$ cat src/sv/vpcd_pkg.sv
package vpcd_pkg;

	localparam logic [7:0] BYTE_END  = 8'hFF;
	localparam logic [7:0] BYTE_ABS  = 8'hF6;
	localparam logic [7:0] BYTE_REL  = 8'hF7;
	localparam logic [7:0] BYTE_PLOT = 8'hFA;
	localparam logic [7:0] BYTE_FILL = 8'hF8;

	localparam logic [2:0] CLS_ARG  = 3'd0;
	localparam logic [2:0] CLS_END  = 3'd1;
	localparam logic [2:0] CLS_ABS  = 3'd2;
	localparam logic [2:0] CLS_REL  = 3'd3;
	localparam logic [2:0] CLS_PLOT = 3'd4;
	localparam logic [2:0] CLS_FILL = 3'd5;

	localparam logic [2:0] CMD_NONE = 3'd0;
	localparam logic [2:0] CMD_ABS  = 3'd1;
	localparam logic [2:0] CMD_REL  = 3'd2;
	localparam logic [2:0] CMD_PLOT = 3'd3;
	localparam logic [2:0] CMD_FILL = 3'd4;

	localparam logic [1:0] KIND_LINE = 2'd0;
	localparam logic [1:0] KIND_PLOT = 2'd1;
	localparam logic [1:0] KIND_FILL = 2'd2;
	localparam logic [1:0] KIND_END  = 2'd3;

	localparam int QUEUE_DEPTH = 4;
	localparam int QUEUE_AW    = $clog2(QUEUE_DEPTH);
	localparam int QUEUE_CW    = $clog2(QUEUE_DEPTH + 1);

	typedef struct packed {
		logic [2:0] cls;
		logic [7:0] data;
	} vpcd_beat_t;

endpackage

$ cat src/sv/vpcd_front.sv
module vpcd_front import vpcd_pkg::*; (
	input  logic       clk,
	input  logic       arst_n,
	input  logic       stream_valid,
	output logic       stream_stall,
	input  logic [7:0] stream_byte,
	output logic       push,
	output vpcd_beat_t beat,
	input  logic       queue_full
);

	logic       valid_s1;
	vpcd_beat_t beat_s1;
	vpcd_beat_t beat_c;
	logic       accept;

	always_comb begin
		beat_c.data = stream_byte;
		case (stream_byte)
			BYTE_END:  beat_c.cls = CLS_END;
			BYTE_ABS:  beat_c.cls = CLS_ABS;
			BYTE_REL:  beat_c.cls = CLS_REL;
			BYTE_PLOT: beat_c.cls = CLS_PLOT;
			BYTE_FILL: beat_c.cls = CLS_FILL;
			default:   beat_c.cls = CLS_ARG;
		endcase
	end

	assign stream_stall = valid_s1 && queue_full;
	assign accept       = stream_valid && !stream_stall;
	assign push         = valid_s1 && !queue_full;
	assign beat         = beat_s1;

	always_ff @(posedge clk or negedge arst_n) begin
		if (!arst_n) begin
			valid_s1 <= 1'b0;
		end else if (accept) begin
			valid_s1 <= 1'b1;
		end else if (push) begin
			valid_s1 <= 1'b0;
		end
	end

	always_ff @(posedge clk) begin
		if (accept) begin
			beat_s1 <= beat_c;
		end
	end

endmodule

$ cat src/sv/vpcd_queue.sv
module vpcd_queue import vpcd_pkg::*; (
	input  logic       clk,
	input  logic       arst_n,
	input  logic       push,
	input  vpcd_beat_t wr_beat,
	output logic       full,
	input  logic       pop,
	output vpcd_beat_t rd_beat,
	output logic       empty
);

	vpcd_beat_t          mem [QUEUE_DEPTH];
	logic [QUEUE_AW-1:0] wr_ptr_q;
	logic [QUEUE_AW-1:0] rd_ptr_q;
	logic [QUEUE_CW-1:0] count_q;
	logic                do_push;
	logic                do_pop;

	assign full    = (count_q == QUEUE_CW'(QUEUE_DEPTH));
	assign empty   = (count_q == '0);
	assign do_push = push && !full;
	assign do_pop  = pop && !empty;
	assign rd_beat = mem[rd_ptr_q];

	always_ff @(posedge clk) begin
		if (do_push) begin
			mem[wr_ptr_q] <= wr_beat;
		end
	end

	always_ff @(posedge clk or negedge arst_n) begin
		if (!arst_n) begin
			wr_ptr_q <= '0;
			rd_ptr_q <= '0;
			count_q  <= '0;
		end else begin
			if (do_push) begin
				wr_ptr_q <= wr_ptr_q + QUEUE_AW'(1);
			end
			if (do_pop) begin
				rd_ptr_q <= rd_ptr_q + QUEUE_AW'(1);
			end
			case ({do_push, do_pop})
				2'b10:   count_q <= count_q + QUEUE_CW'(1);
				2'b01:   count_q <= count_q - QUEUE_CW'(1);
				default: count_q <= count_q;
			endcase
		end
	end

endmodule

$ cat src/sv/vpcd_back.sv
module vpcd_back import vpcd_pkg::*; (
	input  logic       clk,
	input  logic       arst_n,
	input  vpcd_beat_t head,
	input  logic       head_valid,
	output logic       pop,
	output logic       draw_valid,
	input  logic       draw_stall,
	output logic [1:0] draw_kind,
	output logic [7:0] start_x,
	output logic [7:0] start_y,
	output logic [7:0] end_x,
	output logic [7:0] end_y
);

	logic [2:0] cmd_q, cmd_d;
	logic [2:0] need_q, need_d;
	logic [2:0] recv_q, recv_d;
	logic [1:0] fill_q, fill_d;
	logic [1:0] fill_p1;
	logic [7:0] store_q [4];
	logic [7:0] store_d [4];
	logic [7:0] pen_x_q, pen_x_d;
	logic [7:0] pen_y_q, pen_y_d;
	logic       emit;
	logic [1:0] kind_d;
	logic [7:0] sx_d, sy_d, ex_d, ey_d;
	logic       valid_q;
	logic [1:0] kind_q;
	logic [7:0] sx_q, sy_q, ex_q, ey_q;

	function automatic logic [7:0] apply_offset(input logic [7:0] base, input logic [3:0] nib);
		if (nib[3]) begin
			return base - {5'd0, nib[2:0]};
		end
		return base + {5'd0, nib[2:0]};
	endfunction

	assign pop = head_valid && (!valid_q || !draw_stall);

	always_comb begin
		cmd_d   = cmd_q;
		need_d  = need_q;
		recv_d  = recv_q;
		fill_d  = fill_q;
		fill_p1 = fill_q + 2'd1;
		store_d = store_q;
		pen_x_d = pen_x_q;
		pen_y_d = pen_y_q;
		emit    = 1'b0;
		kind_d  = KIND_END;
		sx_d    = 8'd0;
		sy_d    = 8'd0;
		ex_d    = 8'd0;
		ey_d    = 8'd0;
		if (pop) begin
			if (head.cls == CLS_END) begin
				cmd_d   = CMD_NONE;
				need_d  = 3'd0;
				recv_d  = 3'd0;
				fill_d  = 2'd0;
				store_d = '{default: 8'd0};
				pen_x_d = 8'd0;
				pen_y_d = 8'd0;
				emit    = 1'b1;
			end else if (recv_q == 3'd0 && head.cls != CLS_ARG) begin
				case (head.cls)
					CLS_ABS: begin
						pen_x_d = 8'd0;
						pen_y_d = 8'd0;
						cmd_d   = CMD_ABS;
						need_d  = 3'd4;
						fill_d  = 2'd0;
					end
					CLS_PLOT: begin
						pen_x_d = 8'd0;
						pen_y_d = 8'd0;
						cmd_d   = CMD_PLOT;
						need_d  = 3'd2;
						fill_d  = 2'd0;
					end
					CLS_FILL: begin
						pen_x_d = 8'd0;
						pen_y_d = 8'd0;
						cmd_d   = CMD_FILL;
						need_d  = 3'd3;
						fill_d  = 2'd0;
					end
					CLS_REL: begin
						cmd_d      = CMD_REL;
						need_d     = 3'd1;
						store_d[0] = pen_y_q;
						store_d[1] = pen_x_q;
						fill_d     = 2'd2;
					end
					default: begin
					end
				endcase
			end else if (recv_q < need_q) begin
				if (cmd_q == CMD_REL) begin
					store_d[fill_q]  = apply_offset(pen_y_q, head.data[3:0]);
					store_d[fill_p1] = apply_offset(pen_x_q, head.data[7:4]);
					fill_d           = fill_q + 2'd2;
					recv_d           = recv_q + 3'd2;
				end else begin
					store_d[fill_q] = head.data;
					fill_d          = fill_p1;
					recv_d          = recv_q + 3'd1;
				end
				if (recv_d >= need_q) begin
					case (cmd_q)
						CMD_ABS, CMD_REL: begin
							emit       = 1'b1;
							kind_d     = KIND_LINE;
							sx_d       = store_d[1];
							sy_d       = store_d[0];
							ex_d       = store_d[3];
							ey_d       = store_d[2];
							pen_x_d    = store_d[3];
							pen_y_d    = store_d[2];
							store_d[0] = store_d[2];
							store_d[1] = store_d[3];
							fill_d     = 2'd2;
							need_d     = 3'd2;
							recv_d     = 3'd0;
						end
						CMD_PLOT, CMD_FILL: begin
							emit    = 1'b1;
							kind_d  = (cmd_q == CMD_PLOT) ? KIND_PLOT : KIND_FILL;
							sx_d    = store_d[1];
							sy_d    = store_d[0];
							pen_x_d = store_d[1];
							pen_y_d = store_d[0];
							fill_d  = 2'd0;
							recv_d  = 3'd0;
						end
						default: begin
						end
					endcase
				end
			end
		end
	end

	always_ff @(posedge clk or negedge arst_n) begin
		if (!arst_n) begin
			cmd_q   <= CMD_NONE;
			need_q  <= 3'd0;
			recv_q  <= 3'd0;
			fill_q  <= 2'd0;
			store_q <= '{default: 8'd0};
			pen_x_q <= 8'd0;
			pen_y_q <= 8'd0;
			valid_q <= 1'b0;
		end else begin
			cmd_q   <= cmd_d;
			need_q  <= need_d;
			recv_q  <= recv_d;
			fill_q  <= fill_d;
			store_q <= store_d;
			pen_x_q <= pen_x_d;
			pen_y_q <= pen_y_d;
			if (pop) begin
				valid_q <= emit;
			end else if (!draw_stall) begin
				valid_q <= 1'b0;
			end
		end
	end

	always_ff @(posedge clk) begin
		if (pop && emit) begin
			kind_q <= kind_d;
			sx_q   <= sx_d;
			sy_q   <= sy_d;
			ex_q   <= ex_d;
			ey_q   <= ey_d;
		end
	end

	assign draw_valid = valid_q;
	assign draw_kind  = kind_q;
	assign start_x    = sx_q;
	assign start_y    = sy_q;
	assign end_x      = ex_q;
	assign end_y      = ey_q;

endmodule

$ cat src/sv/vector_picture_command_decoder.sv
// A result passes through the front register, a queue entry and the output register before it is presented.
// Throughput: one byte per cycle while stream_stall is low; a four-beat queue separates byte decode from execution,
// so either side may stall without holding up the other until the queue fills.
// Reset (arst_n low, asynchronous) empties the pipeline and queue and returns the decoder
// to the start of a picture: no command active, pen at the origin.
module vector_picture_command_decoder import vpcd_pkg::*; (
	input  logic       clk,
	input  logic       arst_n,
	input  logic       stream_valid,
	output logic       stream_stall,
	input  logic [7:0] stream_byte,
	output logic       draw_valid,
	input  logic       draw_stall,
	output logic [1:0] draw_kind,
	output logic [7:0] start_x,
	output logic [7:0] start_y,
	output logic [7:0] end_x,
	output logic [7:0] end_y
);

	logic       push;
	vpcd_beat_t wr_beat;
	logic       queue_full;
	logic       pop;
	vpcd_beat_t rd_beat;
	logic       queue_empty;

	vpcd_front u_front (
		.clk          (clk),
		.arst_n       (arst_n),
		.stream_valid (stream_valid),
		.stream_stall (stream_stall),
		.stream_byte  (stream_byte),
		.push         (push),
		.beat         (wr_beat),
		.queue_full   (queue_full)
	);

	vpcd_queue u_queue (
		.clk     (clk),
		.arst_n  (arst_n),
		.push    (push),
		.wr_beat (wr_beat),
		.full    (queue_full),
		.pop     (pop),
		.rd_beat (rd_beat),
		.empty   (queue_empty)
	);

	vpcd_back u_back (
		.clk        (clk),
		.arst_n     (arst_n),
		.head       (rd_beat),
		.head_valid (!queue_empty),
		.pop        (pop),
		.draw_valid (draw_valid),
		.draw_stall (draw_stall),
		.draw_kind  (draw_kind),
		.start_x    (start_x),
		.start_y    (start_y),
		.end_x      (end_x),
		.end_y      (end_y)
	);

endmodule

$ cat config.mk
export PLATFORM = sky130hd
export DESIGN_NAME = vector_picture_command_decoder
export DESIGN_NICKNAME = d
export VERILOG_FILES = /design/src/sv/vpcd_pkg.sv /design/src/sv/vpcd_front.sv /design/src/sv/vpcd_queue.sv /design/src/sv/vpcd_back.sv /design/src/sv/vector_picture_command_decoder.sv
export SDC_FILE = /design/constraint.sdc
export NUM_CORES = 1
export LEC_CHECK = 0
export BUFFER_PORTS_ARGS = -buffer_cell sky130_fd_sc_hd__buf_2
export CAP_MARGIN = 0
export CELL_PAD_IN_SITES_DETAIL_PLACEMENT = 0
export CELL_PAD_IN_SITES_GLOBAL_PLACEMENT = 1
export CORE_MARGIN = 2
export CORE_UTILIZATION = 53
export CTS_CLUSTER_DIAMETER = 50
export DETAILED_ROUTE_END_ITERATION = 7
export PLACE_DENSITY = 0.85
export SLEW_MARGIN = 20
export SYNTH_ARGS = -nofsm -noshare
export SYNTH_HDL_FRONTEND = slang
export SYNTH_SLANG_ARGS = --single-unit
$ cat constraint.sdc
create_clock -name clk -period 11.6 [get_ports clk]
set_input_delay 0.58 -clock clk [delete_from_list [all_inputs] [get_ports clk]]
set_output_delay 0.58 -clock clk [all_outputs]
set_load 0.01 [all_outputs]
==> results.yml, run 1 <==
status:
  outcome: "finished, final reports clean"
timing:
  post-route-period-util: 0.425
  slew_viol_final: 0
  fin_tns_setup_ns: 0
  rsz0062_at_grt: "no"
  finalHoldViolCount: 0
  relSlewSlack: 0.253
  whs_ns: 0.324
  max_freq_ghz: 0.203
  clock_skew_ns: 0.0122
  post-route-min-period_ns: 4.92
  setup_viol: 0
  worstMarginPinSlew_ns: 1.12
cells_and_area:
  stdcell_count: 1111
  nNetsFinal: 931
  n_antenna_cell: 0
  area_growth_pct: 11.6
  fin_area_mm2: 0.00992
  drive_above_1_share: 0.147
routing:
  drc_errors: 0
  via_count: 7145
  routedWlPerCell_um: 22.1
  viasPerCell: 6.43
  drt.antenna.violating_nets: 0
  wl_um: 24600
  dr.pass1.iters: 7
  initialDrtViolationCount: 665
hold_path:
  min_path_type: "in2reg"
job:
  cap_violations: 0
worst_setup_path:
  arrival_ns: 5.21
  start_kind: "flip-flop"
  cp_slowest_cell: "dfrtp_1"
  worstSetupPathType: "reg2reg"
  path_delay_family: "compound AO/OA/AOI/OAI gates"
  critical_path.max_fanout: 13
  crit_path_max_incr_delay_ns: 0.84
  crit_buf_inv: 1
  path_cells: "mux4_2 -> inv_2 -> ha_1 -> nor2_1 -> xnor2_1 -> ha_1 -> nor2b_1 -> o21a_1 -> o21ai_0 -> a2111oi_0 -> nor3b_1 -> a31oi_1 -> mux2i_1 -> o21ai_0"
  endpoint_kind: "flip-flop"
  worst_ep_required_time_ns: 11.89
placement:
  dpl_cell_area_mm2: 0.00928
  placed_cells_incl_taps: 1078
  dp_hpwl_um: 16200
  gp_congestion: 0.884
  portBuffers: 47
clock_network:
  cts-resized-gates: 0
  clockBufferDepth: 2
  cts_tree: "yes"
  cts.sinks: 157
  numCtsBuffers: 17
  cts_root_buf: "clkbuf_16"
  cts.clk_slew.worst_paths_ns: 0.08
  htree_levels: 4
  cts_post_setup_buffers_inserted: 0
  clock_latency_ns: 0.44
  holdBufCountCts: 0
synth:
  synth_cells: 849
  synth-edff-count: 89
  yosys_most_used_dff: "edfxtp_1"
  synth.yosys.seq_area_share: 0.492
  synth_cell_types: 77
  netlist_area_mm2: 0.00889
  yosys_register_bits: 157
  yosysWarnings: 0
  syn_avg_cell_area_um2: 10.5
  async_flop_share: 0.433
  syn-num-nets: 902
die:
  io_pins: 48
  num_rows: 47
  die_x_um: 134
  fp.dieH_um: 134
  start_util: 0.540
  die_area_mm2: 0.0178
  core_area_mm2: 0.0165
global_route:
  grt_pass1_wl_um: 38600
  gr-total-overflow: 0
  grt_use_total: 0.284
  antenna_found_initial: 0
  grt_pass1_vias: 7061
  grt_max_degree: 69
-- flip-flops by register name, summed over array words and instances (netlist names), 2 cells and up --
signal and cells:
u_queue.rd_ptr_q 2, u_back.need_q 3, u_back.recv_q 3, u_back.pen_y_q 8, u_back.end_x 8, u_back.draw_kind 2, u_queue.wr_ptr_q 2, u_back.cmd_q 3
u_back.store_q 32, u_back.pen_x_q 8, u_back.fill_q 2, u_front.beat 11, u_back.end_y 8, u_back.start_y 8, u_queue.mem 44, u_back.start_x 8
u_queue.count_q 3
-- per-stage QoR --
| step | setup slack, ns | utilization |
|---|---|---|
| finish | 6.68 | 0.603 |
| global route | 6.32 | 0.603 |
| CTS | 6.72 | 0.601 |
| detailed placement | 6.74 | 0.564 |
| global placement | 6.88 | 0.564 |
| floorplan | 7.05 | - |
-- area by class of cell --
cell class / instances / area (um^2)
clock buffer: 17 / 425
clock inverter: 15 / 188
fill: 1378 / 6540
inverter: 36 / 135
multi-input combinational: 609 / 4200
sequential: 157 / 4370
tap: 220 / 275
timing repair buffer: 57 / 330
-- cells in the mapped netlist (all sizes together), types with 3 or more instances --
cell | instances | area, um^2
a221oi | 3 | 32.5
mux2i | 25 | 254
a31o | 3 | 35.0
edfxtp | 89 | 2670
ha | 38 | 475
nand3 | 6 | 40.0
or4 | 3 | 22.5
fa | 3 | 60.1
or2 | 3 | 18.8
buf | 25 | 133
clkbuf | 22 | 82.6
o31ai | 13 | 97.6
o21a | 11 | 82.6
nand2 | 76 | 285
a31oi | 17 | 119
a22o | 26 | 228
o211ai | 8 | 60.1
o21ai | 55 | 279
nor2b | 29 | 181
nor2 | 90 | 348
a211o | 3 | 26.3
xnor2 | 11 | 96.3
a211oi | 13 | 97.6
a32o | 3 | 30.0
nand2b | 7 | 51.3
xor2 | 6 | 60.1
inv | 36 | 135
a21o | 5 | 37.5
or3 | 7 | 43.8
a21oi | 66 | 330
a311oi | 6 | 58.8
and2 | 10 | 62.6
a21boi | 3 | 22.5
nor3b | 5 | 37.5
o31a | 5 | 43.8
and3 | 3 | 18.8
nor3 | 9 | 55.1
dfrtp | 68 | 1700
nand4 | 4 | 25.0
mux4 | 11 | 252
-- path summary, 6_finish.rpt --
| check | startpoint | endpoint | slack [ns] | cells past startpoint |
|---|---|---|---|---|
| max reg2reg | u_queue.rd_ptr_q[0] | u_back.pen_x_q[6] | 6.68 | 14 |
| min reg2reg | u_back.store_q[2] | u_back.store_q[2] | 0.48 | 2 |
| max | u_queue.rd_ptr_q[0] | u_back.pen_x_q[6] | 6.68 | 14 |
| max in group asynchronous | arst_n | u_back.store_q[9] | 10.57 | 2 |
| min in group asynchronous | arst_n | u_back.store_q[6] | 0.36 | 2 |
| min | stream_byte[4] | u_front.beat[4] | 0.32 | 1 |
-- kinds of logic after synthesis --
logic type               share of synthesized area
buffers and inverters                       0.0394
flip-flops                                   0.492
adder cells (fa/ha/maj)                     0.0613
AO/OA/AOI/OAI                                0.192
multiplexers                                0.0594
AND/OR/NAND/NOR                              0.138
XOR/XNOR                                    0.0176
-- layer usage --
metal	wire length, um	global-route usage	part of all wire
met1	9840	0.360	0.40
met2	11900	0.467	0.48
met3	1830	0.0556	0.075
met4	1040	0.140	0.042
met5	0	0	0
-- cells in the final DEF (no fill, tap or decap), types with 4 or more instances in the layout --
master     instances
mux4_2            10
a21oi_1           66
a31oi_1           15
nor3_1             7
o21ai_1            4
buf_4              9
a211oi_1          13
a21o_1             5
inv_8              5
buf_2             47
o211ai_1           8
nor2b_1           29
xor2_1             5
o21a_1            11
a311oi_1           5
dfrtp_1           68
nand2b_1           6
o21ai_0           50
inv_1             31
o31a_1             5
xnor2_1           11
nor2_1            86
nand3_1            4
ha_1              38
nand2_1           76
clkinv_8           5
nand4_1            4
o31ai_1           13
or3_1              7
mux2i_1           24
clkbuf_16         17
a22o_1            26
and2_1            10
edfxtp_1          89
inv_2              5
Power of run 1 is left out: the tool's default activity adds up to more than one toggle a clock period on the data nets, which glitch-free logic cannot reach.
==> run 2: changes to the inputs <==
ABC_AREA = 1   (was default)
CORE_UTILIZATION = 47   (was 53)
PLACE_DENSITY = 0.79   (was 0.85)
clock period = 4.76 ns   (was 11.6 ns; I/O delays follow)
==> results.yml, run 2 <==
timing:
  post-route-min-period_ns: 4.22
  max_freq_ghz: 0.237
  relSlewSlack: 0.331
  worstMarginPinSlew_ns: 0.999
  finalHoldViolCount: 0
  post-route-period-util: 0.886
  setup_viol: 0
  rsz0062_at_grt: "no"
  fin_tns_setup_ns: 0
  clock_skew_ns: 0.0131
  slew_viol_final: 0
clock_network:
  cts_post_setup_buffers_inserted: 0
  cts.sinks: 157
  clockBufferDepth: 2
  cts_tree: "yes"
  cts_root_buf: "clkbuf_16"
  cts-resized-gates: 0
  numCtsBuffers: 17
  htree_levels: 4
  clock_latency_ns: 0.45
  cts.clk_slew.worst_paths_ns: 0.07
worst_setup_path:
  worst_ep_required_time_ns: 5.09
  crit_path_max_incr_delay_ns: 0.73
  worstSetupPathType: "reg2reg"
  endpoint_kind: "flip-flop"
  worstReg2RegStart: "u_queue.rd_ptr_q[1]"
  critical_path.max_fanout: 15
  cp_slowest_cell: "dfrtp_1"
  path_delay_family: "compound AO/OA/AOI/OAI gates"
  crit_buf_inv: 1
  crit_cells: 14
  rrSetupSlack_ns: 0.54
  start_kind: "flip-flop"
  path_cells: "inv_2 -> nand3_1 -> nand2_1 -> ha_1 -> ha_1 -> o21ai_0 -> ha_1 -> a21oi_1 -> o21ai_0 -> xnor2_1 -> a21oi_1 -> o21ai_0 -> nand2_1 -> a22o_1"
  r2r_cells: 14
  arrival_ns: 4.54
  reg2reg_to: "u_back.pen_x_q[3]"
job:
  cap_violations: 0
cells_and_area:
  largest_register: "u_queue.mem"
  drive_above_1_share: 0.116
  area_growth_pct: 12.4
  largest_reg_flops: 44
  nNetsFinal: 1162
  nFillCells: 1753
  n_antenna_cell: 0
  mostFrequentLayoutCells: "266 x nand2_1, 94 x inv_1, 92 x nand3_1, 92 x nor2_1, 89 x edfxtp_1"
  final_common_cell: "nand2_1"
placement:
  dp_hpwl_um: 17400
  gp_congestion: 0.904
  portBuffers: 47
synth:
  synth.yosys.seq_area_share: 0.486
  netlist_top_cells_count: "266 x nand2_1, 94 x inv_1, 94 x nor2_1"
  synth_cells: 1065
  yosys_most_used_dff: "edfxtp_1"
  synth_top_area_frac: 0.297
  yosys_register_bits: 157
  yosysWarnings: 0
  yosysMostFrequentCell: "nand2_1"
  netlist_area_mm2: 0.00901
  yosys-top-cells-area: "edfxtp_1 30%, dfrtp_1 19%, nand2_1 11%"
  synth-edff-count: 89
  async_flop_share: 0.433
  syn-num-nets: 1118
  synth_cell_types: 49
  synth_top_area_cell: "edfxtp_1"
  syn_avg_cell_area_um2: 8.46
routing:
  drc_errors: 0
  viasPerCell: 5.61
  wl_um: 25600
  routedWlPerCell_um: 18.9
  dr.pass1.iters: 5
  initialDrtViolationCount: 683
  via_count: 7608
  drt.antenna.violating_nets: 0
hold_path:
  min_path_type: "in2reg"
  hold_path.startpoint: "stream_byte[1]"
  hold-path-endpoint: "u_front.beat[1]"
  holdPathStages: 1
die:
  io_pins: 48
  core_area_mm2: 0.0188
  die_x_um: 142
  die_area_mm2: 0.0203
  num_rows: 50
  fp.dieH_um: 142
  start_util: 0.480
global_route:
  grt_use_total: 0.263
  grt_max_degree: 69
  grt_pass1_wl_um: 40200
  gr-total-overflow: 0
  grt_pass1_vias: 7309
  antenna_found_initial: 0
status:
  outcome: "finished, final reports clean"
==> run 2: cell count changes after synthesis, moves of 24 or more <==
cell	change
nor2b_1	-29
mux2i_1	-24
nand3_1	+88
nand2_1	+190
inv_1	+63
o21ai_0	+34
==> run 2: timing repair <==
action,in CTS,in global routing
hold buffers,6,0
endpoints found under the setup margin,0,0
hold endpoints to repair,40,0
==> run 2: worst max-delay path by stage <==
stage | start | end | slack, ns
floorplan | u_back.cmd_q[2] | u_back.draw_kind[0] | 0.44
global placement | u_queue.rd_ptr_q[1] | u_back.pen_x_q[3] | 0.66
detailed placement | u_queue.rd_ptr_q[1] | u_back.pen_x_q[3] | 0.58
CTS | u_queue.rd_ptr_q[1] | u_back.pen_x_q[3] | 0.55
global route | u_queue.rd_ptr_q[1] | u_back.pen_x_q[3] | 0.21
finish | u_queue.rd_ptr_q[1] | u_back.pen_x_q[3] | 0.54
==> run 2: kinds of logic (layout without fill, tap and decap cells) <==
logic type / Yosys count / count (layout) / synth area share
XOR/XNOR: 15 / 15 / 0.0146
AO/OA/AOI/OAI: 222 / 222 / 0.141
adder cells (fa/ha/maj): 41 / 41 / 0.0595
flip-flops: 157 / 157 / 0.486
buffers and inverters: 148 / 205 / 0.0703
AND/OR/NAND/NOR: 482 / 482 / 0.229
==> run 2: cell type report <==
type	instances	area, um^2	area share
clock buffers	17	425	0.0420
flip-flops and latches	157	4370	0.432
repair buffers	66	395	0.0391
well taps	234	293	0.0289
clock inverters	15	208	0.0205
inverters	107	414	0.0409
multi-input cells	760	4010	0.396
==> run 2: metrics by stage <==
step	hold slack [ns]	instances	area [um^2]	utilization	setup WS (ns)
4_1_cts	0.0135	1356	10100	0.539	0.548
5_1_grt	0.0128	1356	10100	0.539	0.213
6_report	0.0212	1356	10100	0.539	0.543
2_1_floorplan	-0.0576	1065	9010	-	0.444
3_5_place_dp	0.432	1318	9420	0.502	0.579
3_3_place_gp	0.430	1318	9420	0.502	0.660
==> run 2: per-layer routing <==
layer | global-route usage | vias up | routed length [um]
li1 | - | 3675 | -
met1 | 0.337 | 3624 | 11000
met2 | 0.450 | 258 | 12300
met3 | 0.0451 | 51 | 1430
met4 | 0.0974 | 0 | 897
met5 | 0 | - | 0
Power of run 2 is left out for the same reason.
==> run 3: changes to the inputs <==
CAP_MARGIN = 20   (was 0)
clock period = 4.66 ns   (was 4.76 ns; I/O delays follow)
==> results.yml, run 3 (synthesis results as in run 2) <==
worst_setup_path:
  arrival_ns: 4.31
  worstReg2RegStart: "u_queue.rd_ptr_q[0]"
  endpoint_kind: "flip-flop"
  rrSetupSlack_ns: 0.66
  start_kind: "flip-flop"
  critical_path.max_fanout: 21
  r2r_cells: 15
  reg2reg_to: "u_back.pen_y_q[3]"
  worst_ep_required_time_ns: 4.97
  worstSetupPathType: "reg2reg"
routing:
  wl_um: 25700
  routedWlPerCell_um: 19.0
  wl_met2_um: 12400
  initialDrtViolationCount: 546
  viasPerCell: 5.56
  via_count: 7550
  routed.top_layer: "met4"
  drc_errors: 0
  met3WireLength_um: 1500
  drt.antenna.violating_nets: 0
  drt-met1-wl_um: 10900
  dr.pass1.iters: 5
cells_and_area:
  nNetsFinal: 1163
  multi_input_area_mm2: 0.00401
  drive_above_1_share: 0.116
  largest_register: "u_queue.mem"
  nFillCells: 1753
  seqCellArea_mm2: 0.00437
  area_growth_pct: 12.1
  fin_area_mm2: 0.0101
  mostFrequentLayoutCells: "266 x nand2_1, 94 x inv_1, 92 x nand3_1, 92 x nor2_1, 89 x edfxtp_1"
  largest_reg_flops: 44
  finish.utilization: 0.538
  n_antenna_cell: 0
  final_common_cell: "nand2_1"
global_route:
  grt_pass1_vias: 7309
  grt_max_degree: 69
  antenna_found_initial: 0
  grt_use_total: 0.267
  grt_pass1_wl_um: 40600
  gr-total-overflow: 0
timing:
  slew_viol_final: 0
  worstMarginPinSlew_ns: 1.14
  max_freq_ghz: 0.250
  setup_viol: 0
  worst_slack_ns: 0.661
  post-route-period-util: 0.858
  fin_tns_setup_ns: 0
  rsz0062_at_grt: "no"
  finalHoldViolCount: 0
  post-route-min-period_ns: 4.00
  relSlewSlack: 0.237
  clock_skew_ns: 0.0196
die:
  die_x_um: 142
  fp.dieH_um: 142
  start_util: 0.480
  die_area_mm2: 0.0203
  core_area_mm2: 0.0188
  num_rows: 50
  io_pins: 48
clock_network:
  cts_tree: "yes"
  numCtsBuffers: 17
  cts_root_buf: "clkbuf_16"
  cts.clk_slew.worst_paths_ns: 0.08
  clock_latency_ns: 0.44
  htree_levels: 4
  clockBufferDepth: 2
  cts_post_setup_buffers_inserted: 0
  cts.sinks: 157
placement:
  gp_congestion: 0.905
  portBuffers: 47
  dpl_cell_area_mm2: 0.00942
  preCtsSetupSlack_ns: 0.690
  dp_hpwl_um: 17800
job:
  cap_violations: 0
hold_path:
  min_path_type: "in2reg"
  holdPathStages: 1
  hold-path-endpoint: "u_front.beat[0]"
  hold_path.startpoint: "stream_byte[0]"
status:
  outcome: "finished, final reports clean"
run 3: changes by cell type in the layout (fill, tap and decap cells not counted), sizes merged:
cell / previous run / this run
inv: 113 / 111
buf: 60 / 61
clkbuf: 17 / 18
clkinvlp: 0 / 1
run 3: routing by layer:
layer	up-vias	track usage
met5	-	0
met2	278	0.448
met4	0	0.115
met1	3539	0.343
met3	58	0.0441
li1	3675	-
run 3: layout make-up:
class / instances / area share
clock buffers: 18 / 0.0425
clock inverters: 14 / 0.0172
inverters: 107 / 0.0410
multi-input cells: 760 / 0.397
flip-flops and latches: 157 / 0.433
well taps: 234 / 0.0290
repair buffers: 67 / 0.0399
run 3: per-stage QoR:
stage	hold slack, ns	std cells
after floorplan	-0.0626	1065
after global routing	0.0105	1357
final	0.0112	1357
after global placement	0.425	1318
after CTS	0.00363	1356
after detailed placement	0.426	1318
run 3: critical path, stage by stage (launching register included):
cell	delay [ns]
dfrtp_1	0.51
inv_4	0.24
nand2_1	0.08
nand3_1	0.07
nand2_1	0.18
ha_1	0.27
ha_1	0.26
o21ai_0	0.24
ha_1	0.33
a21oi_1	0.18
o21ai_0	0.16
xnor2_1	0.39
a21oi_1	0.13
o21ai_0	0.50
nand2_1	0.10
a22o_1	0.22
run 3: worst max path at each step:
stage / startpoint / to / slack [ns]
2_1_floorplan: u_back.cmd_q[2] / u_back.draw_kind[0] / 0.34
3_3_place_gp: u_queue.rd_ptr_q[0] / u_back.pen_y_q[3] / 0.82
3_5_place_dp: u_queue.rd_ptr_q[0] / u_back.pen_y_q[3] / 0.69
4_1_cts: u_queue.rd_ptr_q[0] / u_back.pen_y_q[3] / 0.67
5_1_grt: u_queue.rd_ptr_q[0] / u_back.store_q[27] / 0.29
6_report: u_queue.rd_ptr_q[0] / u_back.pen_y_q[3] / 0.66
run 3: repair_timing:
item	in CTS	in global routing
hold buffers	6	0
hold endpoints to repair	30	0
gates resized for setup	0	0
Power of run 3 is left out for the same reason.
